### config.mk
export PLATFORM = sky130hd
export DESIGN_NAME = integer_to_decimal_text
export DESIGN_NICKNAME = d
export VERILOG_FILES = /design/src/design/itdt_pkg.sv /design/src/design/itdt_front.sv /design/src/design/itdt_queue.sv /design/src/design/itdt_back.sv /design/src/design/integer_to_decimal_text.sv
export SDC_FILE = /design/constraint.sdc
export NUM_CORES = 1
export LEC_CHECK = 0
export ABC_AREA = 1
export BUFFER_PORTS_ARGS = -buffer_cell sky130_fd_sc_hd__buf_2
export CORE_ASPECT_RATIO = 2
export CORE_MARGIN = 1.5
export CORE_UTILIZATION = 57
export CTS_BUF_LIST = sky130_fd_sc_hd__clkbuf_16
export DETAILED_ROUTE_END_ITERATION = 16
export PLACE_DENSITY = 0.76
export SLEW_MARGIN = 20
export SYNTH_ARGS = -nofsm -noshare
export SYNTH_HDL_FRONTEND = slang
export SYNTH_SLANG_ARGS = --single-unit
### constraint.sdc
create_clock -name clk -period 3.7 [get_ports clk]
set_input_delay 0.37 -clock clk [delete_from_list [all_inputs] [get_ports clk]]
set_output_delay 0.37 -clock clk [all_outputs]
set_load 0.005 [all_outputs]
### src/design/itdt_pkg.sv
// ---------------------------------------------------------------------------
// itdt_pkg: shared types and constants for integer_to_decimal_text
// Value width, digit counts, conversion step sizing, ASCII codes, queue
// entry layout and state machine encodings.
// ---------------------------------------------------------------------------
package itdt_pkg;

  localparam int VALUE_WIDTH = 32;

  // Decimal digits needed for the largest magnitude, 2^(bits-1).
  function automatic int digits_for(int bits);
    longint unsigned lim;
    longint unsigned p;
    int n;
    lim = 64'd1 << (bits - 1);
    p = 64'd10;
    n = 1;
    for (int k = 0; k < 19; k++) begin
      if (p <= lim) n++;
      if (k < 18) p = p * 64'd10;
    end
    return n;
  endfunction

  localparam int DIGITS        = digits_for(VALUE_WIDTH);
  localparam int DIGIT_IDX_W   = (DIGITS > 1) ? $clog2(DIGITS) : 1;
  localparam int BITS_PER_STEP = 4;
  localparam int STEPS         = (VALUE_WIDTH + BITS_PER_STEP - 1) / BITS_PER_STEP;
  localparam int PAD_WIDTH     = STEPS * BITS_PER_STEP;
  localparam int STEP_CNT_W    = (STEPS > 1) ? $clog2(STEPS) : 1;
  localparam int QUEUE_DEPTH   = 2;

  localparam logic [6:0] CH_MINUS = 7'd45;
  localparam logic [6:0] CH_ZERO  = 7'd48;
  localparam logic [3:0] DABBLE_LIMIT = 4'd5;
  localparam logic [3:0] DABBLE_ADJ   = 4'd3;

  typedef struct packed {
    logic                         neg;
    logic [DIGITS-1:0][3:0]       digits;
    logic [DIGIT_IDX_W-1:0]       top;
  } entry_t;

  typedef struct packed {
    logic full;
    logic empty;
  } q_status_t;

  typedef enum logic [1:0] {
    FE_IDLE,
    FE_CONV,
    FE_DONE
  } fe_state_t;

  typedef enum logic [1:0] {
    BK_IDLE,
    BK_SIGN,
    BK_DIGIT
  } bk_state_t;

endpackage

### src/design/itdt_front.sv
// ---------------------------------------------------------------------------
// itdt_front: input side of integer_to_decimal_text
// Accepts a value, splits off the sign, converts the magnitude to BCD four
// bits per cycle (shift-add-3) and pushes digits and top index to the queue.
// ---------------------------------------------------------------------------
module itdt_front (
  input  logic                                   clk,
  input  logic                                   rst_n,
  input  logic                                   in_valid,
  output logic                                   in_stall,
  input  logic signed [itdt_pkg::VALUE_WIDTH-1:0] in_value,
  output logic                                   q_push,
  output itdt_pkg::entry_t                       q_data,
  input  itdt_pkg::q_status_t                    q_status
);

  localparam int W = itdt_pkg::VALUE_WIDTH;

  itdt_pkg::fe_state_t state_r, state_nxt;

  logic [itdt_pkg::PAD_WIDTH-1:0]          mag_r, mag_nxt;
  logic [itdt_pkg::DIGITS-1:0][3:0]        bcd_r, bcd_nxt;
  logic [itdt_pkg::STEP_CNT_W-1:0]         cnt_r;
  logic                                    neg_r;
  logic [W-1:0]                            raw;
  logic [W-1:0]                            in_mag;
  logic [itdt_pkg::DIGIT_IDX_W-1:0]        top;
  logic                                    accept;

  assign raw    = $unsigned(in_value);
  assign in_mag = raw[W-1] ? (~raw + W'(1)) : raw;
  assign accept = in_valid && !in_stall;

  // Four dependent shift-add-3 steps per cycle.
  always_comb begin
    logic [itdt_pkg::DIGITS-1:0][3:0] b;
    logic [itdt_pkg::PAD_WIDTH-1:0]   m;
    b = bcd_r;
    m = mag_r;
    for (int s = 0; s < itdt_pkg::BITS_PER_STEP; s++) begin
      for (int d = 0; d < itdt_pkg::DIGITS; d++) begin
        if (b[d] >= itdt_pkg::DABBLE_LIMIT) b[d] = b[d] + itdt_pkg::DABBLE_ADJ;
      end
      {b, m} = {b, m} << 1;
    end
    bcd_nxt = b;
    mag_nxt = m;
  end

  // Index of the most significant nonzero digit; zero keeps index 0.
  always_comb begin
    top = '0;
    for (int d = 0; d < itdt_pkg::DIGITS; d++) begin
      if (bcd_r[d] != 4'd0) top = itdt_pkg::DIGIT_IDX_W'(d);
    end
  end

  assign q_data = '{neg: neg_r, digits: bcd_r, top: top};

  always_comb begin
    state_nxt = state_r;
    case (state_r)
      itdt_pkg::FE_IDLE: begin
        if (in_valid) state_nxt = itdt_pkg::FE_CONV;
      end
      itdt_pkg::FE_CONV: begin
        if (cnt_r == '0) state_nxt = itdt_pkg::FE_DONE;
      end
      itdt_pkg::FE_DONE: begin
        if (!q_status.full) state_nxt = in_valid ? itdt_pkg::FE_CONV : itdt_pkg::FE_IDLE;
      end
      default: state_nxt = itdt_pkg::FE_IDLE;
    endcase
  end

  always_comb begin
    in_stall = 1'b1;
    q_push   = 1'b0;
    case (state_r)
      itdt_pkg::FE_IDLE: in_stall = 1'b0;
      itdt_pkg::FE_CONV: in_stall = 1'b1;
      itdt_pkg::FE_DONE: begin
        in_stall = q_status.full;
        q_push   = !q_status.full;
      end
      default: in_stall = 1'b1;
    endcase
  end

  always_ff @(posedge clk) begin
    if (!rst_n) begin
      state_r <= itdt_pkg::FE_IDLE;
    end else begin
      state_r <= state_nxt;
    end
  end

  always_ff @(posedge clk) begin
    if (accept) begin
      neg_r <= raw[W-1];
      mag_r <= itdt_pkg::PAD_WIDTH'(in_mag);
      bcd_r <= '0;
      cnt_r <= itdt_pkg::STEP_CNT_W'(itdt_pkg::STEPS - 1);
    end else if (state_r == itdt_pkg::FE_CONV) begin
      mag_r <= mag_nxt;
      bcd_r <= bcd_nxt;
      cnt_r <= cnt_r - 1'b1;
    end
  end

endmodule

### src/design/itdt_queue.sv
// ---------------------------------------------------------------------------
// itdt_queue: two-entry queue between front and back
// Holds converted numbers so the front can convert while the back emits.
// ---------------------------------------------------------------------------
module itdt_queue (
  input  logic                clk,
  input  logic                rst_n,
  input  logic                q_push,
  input  itdt_pkg::entry_t    q_wdata,
  input  logic                q_pop,
  output itdt_pkg::entry_t    q_rdata,
  output itdt_pkg::q_status_t q_status
);

  itdt_pkg::entry_t slots_r [itdt_pkg::QUEUE_DEPTH];

  logic                                      wr_ptr_r;
  logic                                      rd_ptr_r;
  logic [$clog2(itdt_pkg::QUEUE_DEPTH+1)-1:0] count_r;

  assign q_status.full  = (count_r == ($clog2(itdt_pkg::QUEUE_DEPTH+1))'(itdt_pkg::QUEUE_DEPTH));
  assign q_status.empty = (count_r == '0);
  assign q_rdata        = slots_r[rd_ptr_r];

  always_ff @(posedge clk) begin
    if (!rst_n) begin
      wr_ptr_r <= 1'b0;
      rd_ptr_r <= 1'b0;
      count_r  <= '0;
    end else begin
      if (q_push) wr_ptr_r <= !wr_ptr_r;
      if (q_pop)  rd_ptr_r <= !rd_ptr_r;
      case ({q_push, q_pop})
        2'b10:   count_r <= count_r + 1'b1;
        2'b01:   count_r <= count_r - 1'b1;
        default: count_r <= count_r;
      endcase
    end
  end

  always_ff @(posedge clk) begin
    if (q_push) slots_r[wr_ptr_r] <= q_wdata;
  end

endmodule

### src/design/itdt_back.sv
// ---------------------------------------------------------------------------
// itdt_back: output side of integer_to_decimal_text
// Pops a converted number and emits the optional '-' and then its digits,
// most significant first, one character per cycle while out_stall is low.
// ---------------------------------------------------------------------------
module itdt_back (
  input  logic                clk,
  input  logic                rst_n,
  input  itdt_pkg::entry_t    q_data,
  input  itdt_pkg::q_status_t q_status,
  output logic                q_pop,
  output logic                out_valid,
  input  logic                out_stall,
  output logic [6:0]          out_character,
  output logic                out_last
);

  itdt_pkg::bk_state_t state_r, state_nxt;

  logic [itdt_pkg::DIGITS-1:0][3:0]    digits_r;
  logic [itdt_pkg::DIGIT_IDX_W-1:0]    pos_r;
  logic                                finishing;
  itdt_pkg::bk_state_t                 load_state;

  // Load the next number in the cycle its predecessor's last digit leaves.
  assign finishing  = (state_r == itdt_pkg::BK_DIGIT) && (pos_r == '0) && !out_stall;
  assign q_pop      = !q_status.empty && ((state_r == itdt_pkg::BK_IDLE) || finishing);
  assign load_state = q_data.neg ? itdt_pkg::BK_SIGN : itdt_pkg::BK_DIGIT;

  always_comb begin
    state_nxt = state_r;
    case (state_r)
      itdt_pkg::BK_IDLE: begin
        if (q_pop) state_nxt = load_state;
      end
      itdt_pkg::BK_SIGN: begin
        if (!out_stall) state_nxt = itdt_pkg::BK_DIGIT;
      end
      itdt_pkg::BK_DIGIT: begin
        if (finishing) state_nxt = q_pop ? load_state : itdt_pkg::BK_IDLE;
      end
      default: state_nxt = itdt_pkg::BK_IDLE;
    endcase
  end

  always_comb begin
    out_valid     = 1'b0;
    out_character = itdt_pkg::CH_ZERO;
    out_last      = 1'b0;
    case (state_r)
      itdt_pkg::BK_IDLE: out_valid = 1'b0;
      itdt_pkg::BK_SIGN: begin
        out_valid     = 1'b1;
        out_character = itdt_pkg::CH_MINUS;
      end
      itdt_pkg::BK_DIGIT: begin
        out_valid     = 1'b1;
        out_character = itdt_pkg::CH_ZERO + {3'b000, digits_r[pos_r]};
        out_last      = (pos_r == '0);
      end
      default: out_valid = 1'b0;
    endcase
  end

  always_ff @(posedge clk) begin
    if (!rst_n) begin
      state_r <= itdt_pkg::BK_IDLE;
    end else begin
      state_r <= state_nxt;
    end
  end

  always_ff @(posedge clk) begin
    if (q_pop) begin
      digits_r <= q_data.digits;
      pos_r    <= q_data.top;
    end else if ((state_r == itdt_pkg::BK_DIGIT) && !out_stall) begin
      pos_r <= pos_r - 1'b1;
    end
  end

endmodule

### src/design/integer_to_decimal_text.sv
// ---------------------------------------------------------------------------
// integer_to_decimal_text: signed integer to decimal ASCII text
// Channel  Dir  Ports                              Per item
// in       in   in_valid/in_stall, in_value        one signed value
// out      out  out_valid/out_stall, out_character one character, last flags
//               out_last                           the end of a number
//
// The front takes a value and runs a shift-add-3 BCD conversion of STEPS
// steps (8 at 32 bits), four bits a cycle, taking no new value meanwhile;
// in FE_DONE it pushes to a two-entry queue and may take the next value. The
// back emits one character per cycle while out_stall is low, 1 to 11 per
// number, back to back across numbers. Sustained rate is set by the slower
// side. Synchronous active-low reset empties the queue and idles both state
// machines. Each side stalls only on its own neighbor.
// ---------------------------------------------------------------------------
module integer_to_decimal_text (
  input  logic                                    clk,
  input  logic                                    rst_n,
  input  logic                                    in_valid,
  output logic                                    in_stall,
  input  logic signed [itdt_pkg::VALUE_WIDTH-1:0] in_value,
  output logic                                    out_valid,
  input  logic                                    out_stall,
  output logic [6:0]                              out_character,
  output logic                                    out_last
);

  logic                q_push;
  logic                q_pop;
  itdt_pkg::entry_t    q_wdata;
  itdt_pkg::entry_t    q_rdata;
  itdt_pkg::q_status_t q_status;

  itdt_front u_front (
    .clk      (clk),
    .rst_n    (rst_n),
    .in_valid (in_valid),
    .in_stall (in_stall),
    .in_value (in_value),
    .q_push   (q_push),
    .q_data   (q_wdata),
    .q_status (q_status)
  );

  itdt_queue u_queue (
    .clk      (clk),
    .rst_n    (rst_n),
    .q_push   (q_push),
    .q_wdata  (q_wdata),
    .q_pop    (q_pop),
    .q_rdata  (q_rdata),
    .q_status (q_status)
  );

  itdt_back u_back (
    .clk           (clk),
    .rst_n         (rst_n),
    .q_data        (q_rdata),
    .q_status      (q_status),
    .q_pop         (q_pop),
    .out_valid     (out_valid),
    .out_stall     (out_stall),
    .out_character (out_character),
    .out_last      (out_last)
  );

  a_no_push_full: assert property (@(posedge clk) disable iff (!rst_n)
    q_push |-> !q_status.full)
    else $error("queue push while full");

  a_no_pop_empty: assert property (@(posedge clk) disable iff (!rst_n)
    q_pop |-> !q_status.empty)
    else $error("queue pop while empty");

  a_minus_not_last: assert property (@(posedge clk) disable iff (!rst_n)
    (out_valid && out_character == itdt_pkg::CH_MINUS) |-> !out_last)
    else $error("minus sign flagged as last character");

  a_char_legal: assert property (@(posedge clk) disable iff (!rst_n)
    out_valid |-> (out_character == itdt_pkg::CH_MINUS) ||
                  ((out_character >= itdt_pkg::CH_ZERO) &&
                   (out_character <= itdt_pkg::CH_ZERO + 7'd9)))
    else $error("character is neither minus nor digit");

  a_minus_then_digit: assert property (@(posedge clk) disable iff (!rst_n)
    (out_valid && !out_stall && out_character == itdt_pkg::CH_MINUS) |=>
      (out_valid && out_character != itdt_pkg::CH_MINUS))
    else $error("minus sign not followed by a digit");

endmodule

==> results.yml, run 1 <==
outcome:
  outcome: "complete, no violations"
place:
  place_hpwl_um: 20730
  portBuffers: 43
  finalWeightedCongestion: 0.8782
  dp_slack_ps: 194.7
critical_path:
  arrival_ps: 3760
  cp-start-kind: "register"
  path_class: "register to register"
  slowest_stage: "dfxtp_2"
  crit_fanout: 6
  crit_path_end_kind: "register"
  slowest_delay_ps: 380
  worstPathRequired_ps: 4140
  critPathMostFrequentCell: "nand2_1"
clock_network:
  hold_buffers: 0
  cts_tree: "done"
  clock_latency_ps: 500
  path_clk_slew_ps: 60
  root_buffer: "clkbuf_16"
  cts.path.max_buffers: 3
  cts_sinks: 219
  htree_levels: 1
  numCtsBuffers: 21
cells_and_area:
  fillerInstances: 1943
  area_delta_synth_final_pct: 9.242
  final_common_cell: "nand2_1"
  final_cell_mix: "nand2_1, inv_1, edfxtp_1"
  multi_input_area_mm2: 0.006117
  drive_gt1_share_pct: 14.35
  regArea_mm2: 0.006061
  layout.nets: 1751
  diodes: 0
die:
  start_util_pct: 57.76
  core_area_mm2: 0.02264
  fp.dieH_um: 217.2
  io_pins: 46
  die-area_mm2: 0.02392
  die_w_um: 110.1
  rows: 78
logic_synthesis:
  synth_cell_types: 50
  ys_ff_latch: 219
  syn-mean-instance-area_um2: 8.073
  seq_area_frac_synth_pct: 46.30
  syn-num-nets: 1707
  yosysWarningCount: 0
  syn-instance-count: 1620
  syn-cell-area_mm2: 0.01308
timing:
  fin_setup_tns_ps: 0
  timing.final.crit_share_pct: 89.69
  relSlewSlack_pct: 46.32
  tightest_slew_ps: 805.1
  fin_hold_ws_ps: 156.1
  fin_crit_ps: 3319
  rsz0062_at_grt: "false"
  skew_ps: 9.060
  finalHoldViolations: 0
  maxSlewViolCount: 0
  finalSetupViolations: 0
  setup_slack_ps: 381.4
  max_freq_mhz: 301.3
flow_run:
  drv_cap: 0
global_route:
  grt_max_degree: 60
  antenna_found_initial: 0
  grt_overflow: 0
  grt_pass1_wl_um: 45150
  gr-usage-all-layers_pct: 23.71
  grt_pass1_vias: 10250
route:
  via_per_inst: 5.458
  drtIter0Drc: 437
  first_pass_iters: 5
  wl_per_cell_um: 14.10
  drc_errors: 0
  vias: 10690
  ant_nets: 0
  wirelength_um: 27620
worst_hold_path:
  hold_path_class: "input pin to register"
kinds of logic after synthesis:
group / count (synthesis) / share of synthesized area [%]
simple gates: 867 / 30.09
other cells: 2 / 0.05742
fa+ha+maj: 51 / 4.879
mux: 1 / 0.07654
flops: 219 / 46.30
xor+xnor: 31 / 2.248
buf+inv: 247 / 7.213
compound gates: 202 / 9.136
repair_timing:
item	4_1_cts	5_1_grt
endpoints found under the hold margin	0	0
buffers inserted	0	1
endpoints found under the setup margin	0	2
resized for setup	0	9
stage by stage:
stage	utilization [%]	area (µm²)	std cells
floorplan	-	13080	1620
CTS	63.00	14260	1958
finish	63.10	14290	1959
global route	63.10	14290	1959
global placement	60.13	13610	1920
detailed placement	60.13	13610	1920
critical path, delay by kind of cell (launching register included):
kind / cells / cell delay, ps
DFF: 1 / 380
and+or+nand+nor: 20 / 1920
adders and majority gates: 4 / 730
buffers and inverters: 4 / 250
Yosys cell counts, drive strengths merged:
master	instances	area share, %
a211oi	1	0.057
a22oi	3	0.17
ha	51	4.9
o31ai	1	0.057
o21ai	115	4.9
o41ai	1	0.12
and3	1	0.048
o221ai	6	0.40
or2	6	0.29
o21a	1	0.057
buf	5	0.27
xnor2	5	0.39
nor3	16	0.69
o211ai	9	0.52
mux2i	1	0.077
dfxtp	52	8.0
inv	212	6.1
nand4	27	1.3
conb	2	0.057
nor2	102	3.1
nand3	147	6.6
o22ai	14	0.67
o21bai	9	0.52
clkbuf	30	0.86
xor2	26	1.9
a31oi	5	0.24
edfxtp	167	38
nand3b	3	0.17
nand2	558	18
nor4	3	0.14
a21oi	36	1.4
and2	4	0.21
a21o	1	0.057
worst paths after layout:
path                       from  cells after the start                  to  slack [ps]
max          u_front.q_data[36]                     28  u_front.q_data[41]         380
min                       rst_n                      3  u_queue.count_r[0]         160
max reg2reg  u_front.q_data[36]                     28  u_front.q_data[41]         380
min reg2reg    u_queue.rd_ptr_r                      1    u_queue.rd_ptr_r         450
flip-flops by register name, indices dropped and copies added, names as in the netlist, named ones only:
register and flops:
u_back.state_r 2, u_queue.slots_r 90, u_front.mag_r 32, u_back.digits_r 40, u_front.q_data 40, u_front.cnt_r 3
u_back.pos_r 4, u_front.state_r 2, u_front.neg_r 1, u_queue.rd_ptr_r 1, u_queue.count_r 2, u_queue.wr_ptr_r 1
metal layers:
layer  routed length, µm  vias to the layer above  track usage [%]
met4                1054                        0            9.658
met2               15650                      220            47.93
met3                 880                       74            2.486
li1                    -                     5443                -
met1               10030                     4955            23.20
met5                   0                        -                0
layout make-up:
type | count | area share (%)
Tap cell | 280 | 2.452
Clock buffer | 21 | 3.678
Clock inverter | 17 | 0.8757
Inverter | 212 | 5.570
Sequential cell | 219 | 42.42
Timing Repair Buffer | 56 | 2.189
Multi-Input combinational cell | 1154 | 42.81
Power of run 1 is left out: the tool's default activity adds up to more than one toggle a clock period on the data nets, which glitch-free logic cannot reach.
==> inputs of run 2 (changes only) <==
Settings changed: CORE_MARGIN 1.5 to 2.
==> run 2 against run 1 <==
Die area increased by 1.4%. Core utilization decreased by 0.061 points. Sequential cell count unchanged. Highest routed layer unchanged. Cell count decreased by 0.31%. Fmax decreased by 1.1%. Clock-buffer cell count decreased by 1. Clock skew about the same. First-iteration DRC count increased by 5.9%. Critical endpoint unchanged. Routed wire length increased by 0.21%.
==> results.yml, run 2 (synthesized netlist as in run 1, its figures left out) <==
global_route:
  gr-usage-all-layers_pct: 23.00
  grt_pass1_vias: 10500
  grt_pass1_wl_um: 46710
  antenna_found_initial: 0
  grt_overflow: 0
  grt_max_degree: 60
worst_hold_path:
  hold_path_class: "input pin to register"
  hp-start: "rst_n"
  min_to: "u_queue.wr_ptr_r"
  hold_path_depth: 3
route:
  wirelength_um: 27680
  drtIter0Drc: 463
  wl_per_cell_um: 14.17
  drc_errors: 0
  ant_nets: 0
  vias: 10580
  via_per_inst: 5.415
  first_pass_iters: 5
critical_path:
  path_class: "register to register"
  reg2reg_to: "u_front.q_data[41]"
  ff2ff_setup_slack_ps: 340
  slowest_stage: "dfxtp_2"
  crit_path_end_kind: "register"
  worstPathRequired_ps: 4120
  worstReg2RegStart: "u_front.q_data[40]"
  r2r_cells: 27
  crit_fanout: 4
  path_delay_family: "simple AND/OR/NAND/NOR gates"
  slowest_delay_ps: 340
  path_buf_inv: 4
  cp-start-kind: "register"
  arrival_ps: 3780
  critPathMostFrequentCell: "nand2_1"
flow_run:
  drv_cap: 0
place:
  placed_cells: 1919
  portBuffers: 43
  place_hpwl_um: 20690
  finalWeightedCongestion: 0.8633
die:
  die-area_mm2: 0.02425
  fp.dieH_um: 218.2
  core_area_mm2: 0.02264
  start_util_pct: 57.76
  io_pins: 46
  rows: 78
  die_w_um: 111.1
cells_and_area:
  final_common_cell: "nand2_1"
  layout.nets: 1748
  drive_gt1_share_pct: 14.17
  area_delta_synth_final_pct: 9.136
  diodes: 0
  stdcell_count: 1953
  largest_reg_flops: 90
  fillerInstances: 1950
  final_cell_mix: "nand2_1, inv_1, edfxtp_1"
  regMostFlops: "u_queue.slots_r"
timing:
  timing.final.crit_share_pct: 90.71
  finalHoldViolations: 0
  finalSetupViolations: 0
  fin_crit_ps: 3356
  relSlewSlack_pct: 46.29
  maxSlewViolCount: 0
  skew_ps: 8.690
  max_freq_mhz: 297.9
  tightest_slew_ps: 805.7
outcome:
  outcome: "complete, no violations"
clock_network:
  root_buffer: "clkbuf_16"
  clock_latency_ps: 480
  path_clk_slew_ps: 70
  numCtsBuffers: 19
  cts.path.max_buffers: 3
  hold_buffers: 0
  cts_sinks: 219
  cts_tree: "done"
  htree_levels: 1
run 2: worst min-delay path: cells and delay by family:
kind	cells	cell delay, ps
buffers and inverters	1	120
AO/OA/AOI/OAI	1	70
AND/OR/NAND/NOR	1	40
run 2: final cells by class:
| class | instances | area (µm²) | share of cell area (%) |
|---|---|---|---|
| tap | 280 | 350.3 | 2.454 |
| clock buffer | 20 | 500.5 | 3.506 |
| sequential | 219 | 6063 | 42.48 |
| multi-input combinational | 1154 | 6117 | 42.86 |
| inverter | 212 | 795.8 | 5.575 |
| clock inverter | 13 | 141.4 | 0.9905 |
| timing repair buffer | 55 | 305.3 | 2.139 |
run 2: routing by layer:
layer | part of all wire, % | global-route usage (%) | up-vias
met1 | 37 | 23.05 | 4902
met3 | 3.0 | 2.024 | 64
met4 | 3.0 | 8.066 | 0
li1 | - | - | 5413
met5 | 0 | 0 | -
met2 | 57 | 48.10 | 197
run 2: worst max-delay path by stage:
stage,cells past startpoint,start,end
3_3_place_gp,27,u_front.q_data[40],u_front.q_data[41]
4_1_cts,27,u_front.q_data[40],u_front.q_data[41]
5_1_grt,28,u_front.q_data[36],u_front.q_data[41]
3_5_place_dp,27,u_front.q_data[40],u_front.q_data[41]
2_1_floorplan,14,u_back.pos_r[0],u_queue.count_r[1]
6_report,27,u_front.q_data[40],u_front.q_data[41]
run 2: stage by stage:
stage / area (µm²) / hold WS, ps / setup slack, ps / setup TNS [ps] / util, %
after floorplan: 13080 / 421.5 / 10.59 / 0 / -
after global placement: 13610 / 439.4 / 405.5 / 0 / 60.10
after detailed placement: 13610 / 442.4 / 237.6 / 0 / 60.10
after CTS: 14250 / 157.8 / 205.9 / 0 / 62.93
after global routing: 14270 / 185.6 / -4.242 / -4.242 / 63.04
final: 14270 / 166.4 / 343.6 / 0 / 63.04
run 2: timing repair:
action / CTS / global route
endpoints found under the setup margin: 0 / 2
gates resized for setup: 0 / 10
endpoints found under the hold margin: 0 / 0
buffers inserted: 0 / 1
Power of run 2 is left out for the same reason.
